File: src/rtl/bps_pkg.sv
// Shared types, codes and helper function of the byte pattern search block.
package bps_pkg;

  localparam logic OP_LOAD   = 1'b0;
  localparam logic OP_BUFFER = 1'b1;

  localparam logic [1:0] REG_CASE_SENS   = 2'd0;
  localparam logic [1:0] REG_DIRECTION   = 2'd1;
  localparam logic [1:0] REG_PATTERN_LEN = 2'd2;

  localparam logic [7:0] CHAR_UPPER_A = 8'h41;
  localparam logic [7:0] CHAR_UPPER_Z = 8'h5A;
  localparam logic [7:0] CHAR_LOWER_A = 8'h61;
  localparam logic [7:0] CASE_OFFSET  = CHAR_LOWER_A - CHAR_UPPER_A;

  localparam int QUEUE_DEPTH = 4;
  localparam int QUEUE_PTR_W = 2;
  localparam int QUEUE_CNT_W = 3;

  typedef struct packed {
    logic       is_buffer;
    logic [7:0] data_byte;
    logic [5:0] pattern_index;
    logic       last_byte;
  } bps_item_t;

  typedef struct packed {
    logic       exact_cmp;
    logic       direction;
    logic [6:0] pattern_length;
  } bps_cfg_t;

  function automatic logic [7:0] fold_byte(input logic [7:0] b, input logic cs);
    logic [7:0] r;
    r = b;
    if (!cs && (b >= CHAR_UPPER_A) && (b <= CHAR_UPPER_Z)) begin
      r = b + CASE_OFFSET;
    end
    return r;
  endfunction

endpackage

File: src/rtl/byte_pattern_search.sv
// Path: a last buffer byte's result passes the input register, the queue and stage two
// into the output register. Throughput: one input transaction per cycle while the output
// accepts, set by comparing all PATTERN_MAX window lanes with the aligned pattern store.
// Reset: registers return to exact compare on, forward direction, pattern length 0;
// counters, match flags and queue clear at once; window and pattern store hold no reset value.
// Top level: configuration registers, input stage, queue and search engine.
module byte_pattern_search #(
  parameter int PATTERN_MAX   = 64,
  parameter int POSITION_BITS = 32
) (
  input  logic        clk_i,
  input  logic        rst_ni,
  input  logic        s_axis_tvalid,
  output logic        s_axis_tready,
  input  logic [15:0] s_axis_tdata,   // byte_value[7:0], pattern_index[13:8], zero[15:14]
  input  logic        s_axis_tuser,   // operation[0]
  input  logic        s_axis_tlast,
  output logic        m_axis_tvalid,
  input  logic        m_axis_tready,
  output logic [31:0] m_axis_tdata,   // match_position[31:0]
  output logic        m_axis_tuser,   // found[0]
  input  logic        psel,
  input  logic        penable,
  input  logic        pwrite,
  input  logic [3:0]  paddr,
  input  logic [31:0] pwdata,
  output logic [31:0] prdata,
  output logic        pready
);

  logic               cs_q, dir_q;
  logic [6:0]         plen_q;
  logic               reg_we;
  bps_pkg::bps_cfg_t  cfg;
  logic               push_valid, push_ready, pop_valid, pop_ready;
  bps_pkg::bps_item_t push_item, pop_item;

  assign pready = 1'b1;
  assign reg_we = psel && penable && pwrite && pready;

  always_ff @(posedge clk_i or negedge rst_ni) begin
    if (!rst_ni) begin
      cs_q   <= 1'b1;
      dir_q  <= 1'b0;
      plen_q <= '0;
    end else if (reg_we) begin
      case (paddr[3:2])
        bps_pkg::REG_CASE_SENS:   cs_q   <= pwdata[0];
        bps_pkg::REG_DIRECTION:   dir_q  <= pwdata[0];
        bps_pkg::REG_PATTERN_LEN: plen_q <= pwdata[6:0];
        default: ;
      endcase
    end
  end

  always_comb begin
    case (paddr[3:2])
      bps_pkg::REG_CASE_SENS:   prdata = {31'd0, cs_q};
      bps_pkg::REG_DIRECTION:   prdata = {31'd0, dir_q};
      bps_pkg::REG_PATTERN_LEN: prdata = {25'd0, plen_q};
      default:                  prdata = '0;
    endcase
  end

  assign cfg.exact_cmp      = cs_q;
  assign cfg.direction      = dir_q;
  assign cfg.pattern_length = plen_q;

  bps_front u_front (
    .clk_i         (clk_i),
    .rst_ni        (rst_ni),
    .s_axis_tvalid (s_axis_tvalid),
    .s_axis_tready (s_axis_tready),
    .s_axis_tdata  (s_axis_tdata),
    .s_axis_tuser  (s_axis_tuser),
    .s_axis_tlast  (s_axis_tlast),
    .push_valid_o  (push_valid),
    .push_item_o   (push_item),
    .push_ready_i  (push_ready)
  );

  bps_fifo u_fifo (
    .clk_i        (clk_i),
    .rst_ni       (rst_ni),
    .push_valid_i (push_valid),
    .push_item_i  (push_item),
    .push_ready_o (push_ready),
    .pop_valid_o  (pop_valid),
    .pop_item_o   (pop_item),
    .pop_ready_i  (pop_ready)
  );

  bps_back #(
    .PATTERN_MAX   (PATTERN_MAX),
    .POSITION_BITS (POSITION_BITS)
  ) u_back (
    .clk_i        (clk_i),
    .rst_ni       (rst_ni),
    .item_valid_i (pop_valid),
    .item_i       (pop_item),
    .item_ready_o (pop_ready),
    .cfg_i        (cfg),
    .out_valid_o  (m_axis_tvalid),
    .out_ready_i  (m_axis_tready),
    .out_found_o  (m_axis_tuser),
    .out_pos_o    (m_axis_tdata)
  );

endmodule

File: src/rtl/bps_front.sv
// Input stage: accept stream transactions, classify them and hand them to the queue.
module bps_front (
  input  logic               clk_i,
  input  logic               rst_ni,
  input  logic               s_axis_tvalid,
  output logic               s_axis_tready,
  input  logic [15:0]        s_axis_tdata,
  input  logic               s_axis_tuser,
  input  logic               s_axis_tlast,
  output logic               push_valid_o,
  output bps_pkg::bps_item_t push_item_o,
  input  logic               push_ready_i
);

  logic               valid_q, valid_d;
  bps_pkg::bps_item_t item_q;
  logic               take;

  assign push_valid_o  = valid_q;
  assign push_item_o   = item_q;
  assign s_axis_tready = !valid_q || push_ready_i;
  assign take          = s_axis_tvalid && s_axis_tready;

  always_comb begin
    valid_d = valid_q;
    if (take) begin
      valid_d = 1'b1;
    end else if (push_ready_i) begin
      valid_d = 1'b0;
    end
  end

  always_ff @(posedge clk_i or negedge rst_ni) begin
    if (!rst_ni) begin
      valid_q <= 1'b0;
    end else begin
      valid_q <= valid_d;
    end
  end

  always_ff @(posedge clk_i) begin
    if (take) begin
      item_q.is_buffer     <= (s_axis_tuser == bps_pkg::OP_BUFFER);
      item_q.data_byte     <= s_axis_tdata[7:0];
      item_q.pattern_index <= s_axis_tdata[13:8];
      item_q.last_byte     <= s_axis_tlast && (s_axis_tuser == bps_pkg::OP_BUFFER);
    end
  end

endmodule

File: src/rtl/bps_fifo.sv
// Short queue between the input stage and the search engine.
module bps_fifo (
  input  logic               clk_i,
  input  logic               rst_ni,
  input  logic               push_valid_i,
  input  bps_pkg::bps_item_t push_item_i,
  output logic               push_ready_o,
  output logic               pop_valid_o,
  output bps_pkg::bps_item_t pop_item_o,
  input  logic               pop_ready_i
);

  bps_pkg::bps_item_t                   mem_q [bps_pkg::QUEUE_DEPTH];
  logic [bps_pkg::QUEUE_PTR_W-1:0]      wr_ptr_q, rd_ptr_q;
  logic [bps_pkg::QUEUE_CNT_W-1:0]      count_q, count_d;
  logic                                 push, pop;

  assign push_ready_o = (count_q != bps_pkg::QUEUE_CNT_W'(bps_pkg::QUEUE_DEPTH));
  assign pop_valid_o  = (count_q != '0);
  assign pop_item_o   = mem_q[rd_ptr_q];
  assign push         = push_valid_i && push_ready_o;
  assign pop          = pop_valid_o && pop_ready_i;

  always_comb begin
    count_d = count_q;
    if (push && !pop) begin
      count_d = count_q + 1'b1;
    end else if (pop && !push) begin
      count_d = count_q - 1'b1;
    end
  end

  always_ff @(posedge clk_i or negedge rst_ni) begin
    if (!rst_ni) begin
      wr_ptr_q <= '0;
      rd_ptr_q <= '0;
      count_q  <= '0;
    end else begin
      count_q <= count_d;
      if (push) begin
        wr_ptr_q <= wr_ptr_q + 1'b1;
      end
      if (pop) begin
        rd_ptr_q <= rd_ptr_q + 1'b1;
      end
    end
  end

  always_ff @(posedge clk_i) begin
    if (push) begin
      mem_q[wr_ptr_q] <= push_item_i;
    end
  end

endmodule

File: src/rtl/bps_back.sv
// Search engine: pattern store, byte window, parallel compare and result tracking.
module bps_back #(
  parameter int PATTERN_MAX   = 64,
  parameter int POSITION_BITS = 32
) (
  input  logic               clk_i,
  input  logic               rst_ni,
  input  logic               item_valid_i,
  input  bps_pkg::bps_item_t item_i,
  output logic               item_ready_o,
  input  bps_pkg::bps_cfg_t  cfg_i,
  output logic               out_valid_o,
  input  logic               out_ready_i,
  output logic               out_found_o,
  output logic [31:0]        out_pos_o
);

  localparam int LEN_W    = $clog2(PATTERN_MAX + 1);
  localparam int IDX_W    = (PATTERN_MAX > 1) ? $clog2(PATTERN_MAX) : 1;
  localparam int PAT_BITS = 8 * PATTERN_MAX;

  logic [7:0]               pat_q [PATTERN_MAX];
  logic [7:0]               win_q [PATTERN_MAX];
  logic [7:0]               win_d [PATTERN_MAX];
  logic [POSITION_BITS-1:0] seen_q, seen_inc;
  logic [LEN_W-1:0]         used_len, shift_len;
  logic [LEN_W+2:0]         shift_bits;
  logic [PAT_BITS-1:0]      rev_flat, align_flat;
  logic [PATTERN_MAX-1:0]   lane_ok;
  logic                     active, hit, s1_go, s1_buf, s2_go, pat_we;

  logic                     s2_valid_q, s2_valid_d;
  logic                     s2_last_q, s2_hit_q, s2_empty_q, s2_dir_q;
  logic [POSITION_BITS-1:0] s2_start_q, s2_seen_q;

  logic                     match_seen_q, ms_eff;
  logic [POSITION_BITS-1:0] rep_q, rep_eff, res_pos;
  logic [POSITION_BITS+31:0] res_pos_ext;
  logic                     res_found;

  logic                     out_valid_q, out_valid_d, out_found_q;
  logic [31:0]              out_pos_q;

  // Stage one: classify, update store and window, compare.
  always_comb begin
    if (int'(cfg_i.pattern_length) > PATTERN_MAX) begin
      used_len = LEN_W'(PATTERN_MAX);
    end else begin
      used_len = LEN_W'(cfg_i.pattern_length);
    end
  end

  assign shift_len  = LEN_W'(PATTERN_MAX) - used_len;
  assign shift_bits = {shift_len, 3'b000};

  always_comb begin
    for (int k = 0; k < PATTERN_MAX; k++) begin
      rev_flat[8*k +: 8] = pat_q[PATTERN_MAX-1-k];
    end
  end

  assign align_flat = rev_flat >> shift_bits;

  always_comb begin
    win_d[0] = item_i.data_byte;
    for (int k = 1; k < PATTERN_MAX; k++) begin
      win_d[k] = win_q[k-1];
    end
  end

  always_comb begin
    for (int k = 0; k < PATTERN_MAX; k++) begin
      lane_ok[k] = (LEN_W'(k) >= used_len) ||
                   (bps_pkg::fold_byte(win_d[k], cfg_i.exact_cmp) ==
                    bps_pkg::fold_byte(align_flat[8*k +: 8], cfg_i.exact_cmp));
    end
  end

  assign active   = ~&seen_q;
  assign seen_inc = seen_q + POSITION_BITS'(1);
  assign hit      = active && (used_len != '0) &&
                    (seen_inc >= POSITION_BITS'(used_len)) && (&lane_ok);

  assign s2_go        = s2_valid_q && (!s2_last_q || !out_valid_q || out_ready_i);
  assign item_ready_o = !s2_valid_q || s2_go;
  assign s1_go        = item_valid_i && item_ready_o;
  assign s1_buf       = s1_go && item_i.is_buffer;
  assign pat_we       = s1_go && !item_i.is_buffer &&
                        (int'(item_i.pattern_index) < PATTERN_MAX);

  always_ff @(posedge clk_i) begin
    if (pat_we) begin
      pat_q[IDX_W'(item_i.pattern_index)] <= item_i.data_byte;
    end
    if (s1_buf && active) begin
      win_q <= win_d;
    end
    if (s1_buf) begin
      s2_last_q  <= item_i.last_byte;
      s2_hit_q   <= hit;
      s2_empty_q <= (used_len == '0);
      s2_dir_q   <= cfg_i.direction;
      s2_start_q <= seen_inc - POSITION_BITS'(used_len);
      s2_seen_q  <= active ? seen_inc : seen_q;
    end
  end

  always_comb begin
    s2_valid_d = s2_valid_q;
    if (s1_buf) begin
      s2_valid_d = 1'b1;
    end else if (s2_go) begin
      s2_valid_d = 1'b0;
    end
  end

  // Stage two: track first or last match start and form the result.
  assign ms_eff  = match_seen_q || s2_hit_q;
  assign rep_eff = (s2_hit_q && (s2_dir_q || !match_seen_q)) ? s2_start_q : rep_q;

  always_comb begin
    res_found = s2_empty_q || ms_eff;
    if (s2_empty_q) begin
      res_pos = s2_dir_q ? s2_seen_q : '0;
    end else if (ms_eff) begin
      res_pos = rep_eff;
    end else begin
      res_pos = '0;
    end
  end

  assign res_pos_ext = {32'd0, res_pos};

  always_comb begin
    out_valid_d = out_valid_q;
    if (s2_go && s2_last_q) begin
      out_valid_d = 1'b1;
    end else if (out_ready_i) begin
      out_valid_d = 1'b0;
    end
  end

  always_ff @(posedge clk_i or negedge rst_ni) begin
    if (!rst_ni) begin
      seen_q       <= '0;
      s2_valid_q   <= 1'b0;
      match_seen_q <= 1'b0;
      rep_q        <= '0;
      out_valid_q  <= 1'b0;
    end else begin
      s2_valid_q  <= s2_valid_d;
      out_valid_q <= out_valid_d;
      if (s1_buf) begin
        if (item_i.last_byte) begin
          seen_q <= '0;
        end else if (active) begin
          seen_q <= seen_inc;
        end
      end
      if (s2_go) begin
        if (s2_last_q) begin
          match_seen_q <= 1'b0;
          rep_q        <= '0;
        end else begin
          match_seen_q <= ms_eff;
          rep_q        <= rep_eff;
        end
      end
    end
  end

  always_ff @(posedge clk_i) begin
    if (s2_go && s2_last_q) begin
      out_found_q <= res_found;
      out_pos_q   <= res_pos_ext[31:0];
    end
  end

  assign out_valid_o = out_valid_q;
  assign out_found_o = out_found_q;
  assign out_pos_o   = out_pos_q;

endmodule
File: config.mk
export PLATFORM = sky130hd
export DESIGN_NAME = byte_pattern_search
export DESIGN_NICKNAME = d
export VERILOG_FILES = /design/src/rtl/bps_pkg.sv /design/src/rtl/byte_pattern_search.sv /design/src/rtl/bps_front.sv /design/src/rtl/bps_fifo.sv /design/src/rtl/bps_back.sv
export SDC_FILE = /design/constraint.sdc
export NUM_CORES = 2
export LEC_CHECK = 0
export BUFFER_PORTS_ARGS = -buffer_cell sky130_fd_sc_hd__buf_2
export CAP_MARGIN = 20
export CORE_MARGIN = 2
export CORE_UTILIZATION = 40
export CTS_CLUSTER_SIZE = 16
export DETAILED_ROUTE_END_ITERATION = 12
export PLACE_DENSITY_LB_ADDON = 0.15
export SLEW_MARGIN = 20
export SYNTH_ARGS = -nofsm -noshare
export SYNTH_HDL_FRONTEND = slang
export SYNTH_SLANG_ARGS = --single-unit
File: constraint.sdc
create_clock -name clk_i -period 42.3 [get_ports clk_i]
set_clock_uncertainty 0.1 [all_clocks]
set_input_delay 4.23 -clock clk_i [delete_from_list [all_inputs] [get_ports clk_i]]
set_output_delay 4.23 -clock clk_i [all_outputs]
set_load 0.02 [all_outputs]
## Word level (Yosys, flattened, before mapping)

Memories as Yosys holds them, arrays and structs flattened.
Index checks and enable logic that the tools add are counted.

- Flip-flop bits (word level): 705
- RAM bits: 576
- Input bits: 61
- Output and inout bits: 68
- Memories kept: 2

Memories:

| memory | depth | bits a word | read ports | clocked after memory_dff | wr ports | RTL line | source |
|---|---|---|---|---|---|---|---|
| u_back.pat_q | 64 | 8 | 64 | 0 | 1 | bps_back.sv:22 | `logic [7:0] pat_q [PATTERN_MAX];` |
| u_fifo.mem_q | 4 | 16 | 1 | 0 | 1 | bps_fifo.sv:13 | `bps_pkg::bps_item_t mem_q [bps_pkg::QUEUE_DEPTH];` |

- $add $sub $neg: 135
- $lt $le $gt $ge: 322
- Equality and inequality tests: 67
- Shift operators: 1
- Multiplexer cells: 150
- Reductions and logical operators: 367

Operators with widths:

| kind | count |
|---|---|
| adder 8 x 6 -> 8 bit, second input constant | 128 |
| >= comparator 8 x 7 -> 1 bit, second input constant | 128 |
| less-or-equal comparator 8 x 7 -> 1 bit, second input constant | 128 |
| two-way mux 8 bit | 128 |
| equality test 8 bit | 64 |
| right shift 512 x 10 -> 512 bit | 1 |
| logical AND 1 bit | 273 |
| >= comparator 6 x 7 -> 1 bit, first input constant | 32 |
| two-way mux 32 bit | 7 |
| >= comparator 5 x 7 -> 1 bit, first input constant | 16 |
| logical OR 1 bit | 71 |
| AND reduction 64 bit | 1 |
| >= comparator 4 x 7 -> 1 bit, first input constant | 8 |
| adder 32 x 1 -> 32 bit, second input constant | 1 |
| >= comparator 32 x 7 -> 1 bit | 1 |
| AND reduction 32 bit | 1 |
| subtractor 32 x 7 -> 32 bit | 1 |
| >= comparator 3 x 7 -> 1 bit, first input constant | 4 |
| case mux 7 bit (3 select lines) | 1 |
| >= comparator 1 x 7 -> 1 bit, first input constant | 2 |
| >= comparator 2 x 7 -> 1 bit, first input constant | 2 |
| two-way mux 1 bit | 11 |
| zero test 1 bit | 10 |
| nonzero test 2 bit | 4 |
| other kinds (15) | 19 |

## Longest topological paths before layout

- Word-level depth: 12
- Depth in mapped cells: 36
- Mapped depth without buffers: 23

## Modules after synthesis

A second synthesis with hierarchy kept.

- Cell total of the unflattened synthesis: 9,829
- Area total of the unflattened synthesis: 100,570.2 sq um

Modules (own cells, without submodules):

| module | instances | cells each | area an instance (sq um) | sequential area each (sq um) |
|---|---|---|---|---|
| bps_back | 1 | 9,629 | 96,635.2 | 35,218.8 |
| bps_fifo | 1 | 119 | 2,760.1 | 2,097.0 |
| byte_pattern_search | 1 | 60 | 634.4 | 226.5 |
| bps_front | 1 | 21 | 540.5 | 505.5 |

## Least setup slack after synthesis

No wires, ideal clock.

- Path kind: input-to-reg
- Start point: in m_axis_tready
- End point: reg u_back.seen_q[0]
- Library setup time: 192 ps
- Arrival: 31,620 ps
- Data required time: 42,008 ps
- Setup slack: 10,388 ps
- Stages on the path: 5
- Path buffers: 0
- Cells stage by stage: nand4b_1 -> o31a_1 -> nand2_1 -> a31oi_1 -> a22o_1

- Word-level cells in the longest chain between the ends: 5

Ends and longest elaborated chain:

| item | RTL line | source |
|---|---|---|
| start: declaration | byte_pattern_search.sv:19 | `input logic m_axis_tready,` |
| logical OR 1 bit | bps_back.sv:84 | `assign s2_go = s2_valid_q && (!s2_last_q \|\| !out_valid_q \|\| out_ready_i);` |
| logical AND 1 bit | bps_back.sv:84 |  |
| logical OR 1 bit | bps_back.sv:85 | `assign item_ready_o = !s2_valid_q \|\| s2_go;` |
| logical AND 1 bit | bps_back.sv:86 | `assign s1_go = item_valid_i && item_ready_o;` |
| logical AND 1 bit | bps_back.sv:87 | `assign s1_buf = s1_go && item_i.is_buffer;` |
| end signal: assignment | bps_back.sv:157 | `seen_q <= seen_inc;` |
| end: declaration | bps_back.sv:25 | `logic [POSITION_BITS-1:0] seen_q, seen_inc;` |

Every way passes these cells.
A chain may end at the register's enable or synchronous reset.

## Final worst setup path

- Start point: reg plen_q[6]
- End point: reg u_back.s2_hit_q (data pin)

- Word-level cells in the longest chain between the ends: 12

Ends and longest elaborated chain:

| item | RTL line | source |
|---|---|---|
| start: declaration | byte_pattern_search.sv:32 | `logic [6:0] plen_q;` |
| start signal: assignment | byte_pattern_search.sv:50 | `bps_pkg::REG_PATTERN_LEN: plen_q <= pwdata[6:0];` |
| greater-than comparator 7 bit | bps_back.sv:46 | `if (int'(cfg_i.pattern_length) > PATTERN_MAX) begin` |
| two-way mux 7 bit * | bps_back.sv:46 |  |
| subtractor 7 bit | bps_back.sv:53 | `assign shift_len = LEN_W'(PATTERN_MAX) - used_len;` |
| right shift 512 x 10 -> 512 bit | bps_back.sv:62 | `assign align_flat = rev_flat >> shift_bits;` |
| >= comparator 8 x 7 -> 1 bit | bps_pkg.sv:36 | `if (!cs && (b >= CHAR_UPPER_A) && (b <= CHAR_UPPER_Z)) begin` |
| logical AND 1 bit (2 in series) | bps_pkg.sv:36 |  |
| two-way mux 8 bit | bps_pkg.sv:36 |  |
| equality test 8 bit | bps_back.sv:74 | `(bps_pkg::fold_byte(win_d[k], cfg_i.exact_cmp) ==` |
| logical OR 1 bit | bps_back.sv:73 | `lane_ok[k] = (LEN_W'(k) >= used_len) \|\|` |
| AND reduction 64 bit | bps_back.sv:82 | `(seen_inc >= POSITION_BITS'(used_len)) && (&lane_ok);` |
| logical AND 1 bit * | bps_back.sv:82 |  |
| net u_back.hit | bps_back.sv:30 | `logic active, hit, s1_go, s1_buf, s2_go, pat_we;` |
| end signal: assignment | bps_back.sv:100 | `s2_hit_q <= hit;` |
| end: declaration | bps_back.sv:33 | `logic s2_last_q, s2_hit_q, s2_empty_q, s2_dir_q;` |

The timed path passes the listed nets; every way through them passes the cells marked *.

==> flow_summary.ini <==
[synthesis]
synthTopCellsByArea = edfxtp_1, mux2i_1, mux4_2
synth.area.mux_share_pct = 20.5
yosysMostFrequentCell = edfxtp_1
netlist.top_cell.by_area = edfxtp_1
ys_seq_area_share_pct = 39.3
synth-edff-count = 1197
synthXorXnorAreaFrac_pct = 4.78
netlist_top_cells_count = edfxtp_1, mux2i_1, nand2_1
syn_inst = 9392
synth_top_family_by_area = multiplexers
syn_area_per_cell_um2 = 10.3
yosys.area.top_type_share_pct = 37.1
ys_warn_count = 0
synthAdderAreaFrac_pct = 1.87
synth-simple-area-share_pct = 13.9
synth-main-ff-cell = edfxtp_1
async_flop_share_pct = 6.56
syn_area_um2 = 96900
synth-seq-cells = 1281
synth_compound_area_share_pct = 15.6
synth_cell_type_count = 112

[setup_path]
end_kind = register
critPathArrivalTime_ps = 13030
cp_slowest_cell = mux2i_1
cp_cell_sequence = inv_1 > buf_4 > nand2_1 > inv_1 > ha_4 > buf_12 > buf_4 > buf_4 > buf_4 > mux2i_1 > buf_4 > mux2i_1 > mux2i_1 > mux2i_1 > a221oi_1 > or2_2 > a211oi_1 > a311oi_1 > a21oi_1 > xor2_1 > a31oi_1 > nor4_2 > nand4_1 > a2111oi_4
start_kind = register
cp.required_ps = 42750
path_buf_inv = 8
max_stage_delay_ps = 970
crit_family = buffers and inverters
critPathKind = reg2reg
path_common_cell = buf_4
crit_fanout = 133

[final_layout]
final_cells = 12870
drive_above_1_share_pct = 16.6
synthToLayoutAreaGrowth_pct = 11.4
fin_util_pct = 44.8
nNetsFinal = 9664

[route]
drcViolationCount = 0
drt_iter0_markers = 18041
viasPerCell = 7.45
wl_um = 664000
via_count = 95919
drt_first_pass_iters = 12
antenna_left = 0
wl_per_cell_um = 51.6

[floorplanning]
chipHeight_um = 496
core_area_um2 = 241000
fp.dieW_um = 496
dieArea_um2 = 246000
io_pins = 129
fp-row-count = 180
start_util_pct = 40.3

[sta]
slew_violations = 0
max-slew-margin-rel_pct = 4.58
worst_hold_slack_ps = 356
setup_tns_ps = 0
rsz0062_at_grt = false
setup-violations-final = 0
worst_slew_pin_slew_ps = 1430
fmax_ghz = 0.0795
final_hold_viol_count = 0
post-route-min-period_ps = 12580
final.period_utilization_pct = 29.7

[run_status]
status = completed

[global_route]
track_usage_pct = 52.6
grt_pass1_vias = 84949
grt_max_degree = 167
overflow = 0
grt_first_pass_wirelength_um = 850000
antenna_found_initial = 123

[clocking]
post_cts_buffers = 0
clkSinkCount = 1281
cts_tree = yes
path_clk_slew_ps = 60
postCtsHoldBufs = 0
cts_root_buffer = clkbuf_16
cts_resized = 0
h-tree-depth = 4
clkLatencyLatePin_ps = 890
cts_buffers = 146
cts_buffer_depth = 3

[min_path]
hold_path.class = reg2reg

[flow_run]
maxCapViolations = 0

[placed_design]
gp_congestion = 1.16
hpwl_um = 527000
dp.cells = 12491
port_buffers = 73
[cell usage in the layout, fill, tap and decap left out, drive strengths merged, types with 83 or more instances in the layout]
cell / Yosys / routed
nor2: 812 / 812
nand3: 251 / 251
xor2: 224 / 224
a21oi: 429 / 429
mux2i: 1025 / 1025
nor3: 232 / 232
nand2: 952 / 952
buf: 463 / 547
o22ai: 145 / 145
o21ai: 448 / 448
a211oi: 127 / 127
nand4: 99 / 99
mux4: 305 / 305
diode: 0 / 111
a22oi: 124 / 124
ha: 142 / 142
xnor2: 275 / 275
o211ai: 111 / 111
a31oi: 142 / 142
edfxtp: 1197 / 1197
dfrtp: 83 / 83
inv: 126 / 135
clkbuf: 189 / 172
mux2: 239 / 239
[cell families after synthesis]
| logic type | after synthesis |
|---|---|
| xor+xnor | 510 |
| other cells | 2 |
| flops | 1281 |
| mux | 1569 |
| simple gates | 2877 |
| compound gates | 2229 |
| fa+ha+maj | 144 |
| buf+inv | 780 |
[layer usage]
layer	GRT usage, %	vias to the layer above	part of all wire [%]
li1	-	36723	-
met1	63.0	47805	36
met2	71.2	8990	39
met3	21.8	2367	14
met4	47.9	34	11
met5	0	-	0.040
[worst paths after layout]
path                                    from            endpoint  slack [ps]  cells after the start
max                                plen_q[6]     u_back.s2_hit_q       29720                     24
min                        u_back.win_d[405]   u_back.win_d[397]         360                      0
max reg2reg                        plen_q[6]     u_back.s2_hit_q       29720                     24
min reg2reg                u_back.win_d[405]   u_back.win_d[397]         360                      0
max in group asynchronous             rst_ni  u_fifo.rd_ptr_q[0]       37550                      2
min in group asynchronous             rst_ni    u_back.rep_q[15]        3220                      1
[registers in the layout, indices dropped and copies added (netlist names), 16 cells and up]
signal               count
u_back.s2_seen_q        32
u_back.win_d           504
u_back.s2_start_q       32
u_fifo.mem_q            64
u_back.rep_q            32
u_back.out_pos_o        32
u_back.seen_q           32
u_back.pat_q           512
u_front.push_item_o     16
[metrics by stage]
stage / instance area (um2) / worst slack [ps]
floorplan: 97000 / 10390
global placement: 102000 / 30130
detailed placement: 102000 / 30520
CTS: 107000 / 30460
global route: 108000 / 30040
finish: 108000 / 29720
[final cells by class]
class                           count  area, um2
Tap cell                         3185       3990
Sequential cell                  1281      38100
Antenna cell                      111        278
Clock inverter                     91       1300
Timing Repair Buffer              547       4040
Inverter                          128        499
Clock buffer                      172       3810
Multi-Input combinational cell   7355      56000
Fill cell                       22436     133000
Power is left out: the tool's default activity adds up to more than one toggle a clock period on the data nets, which glitch-free logic cannot reach.
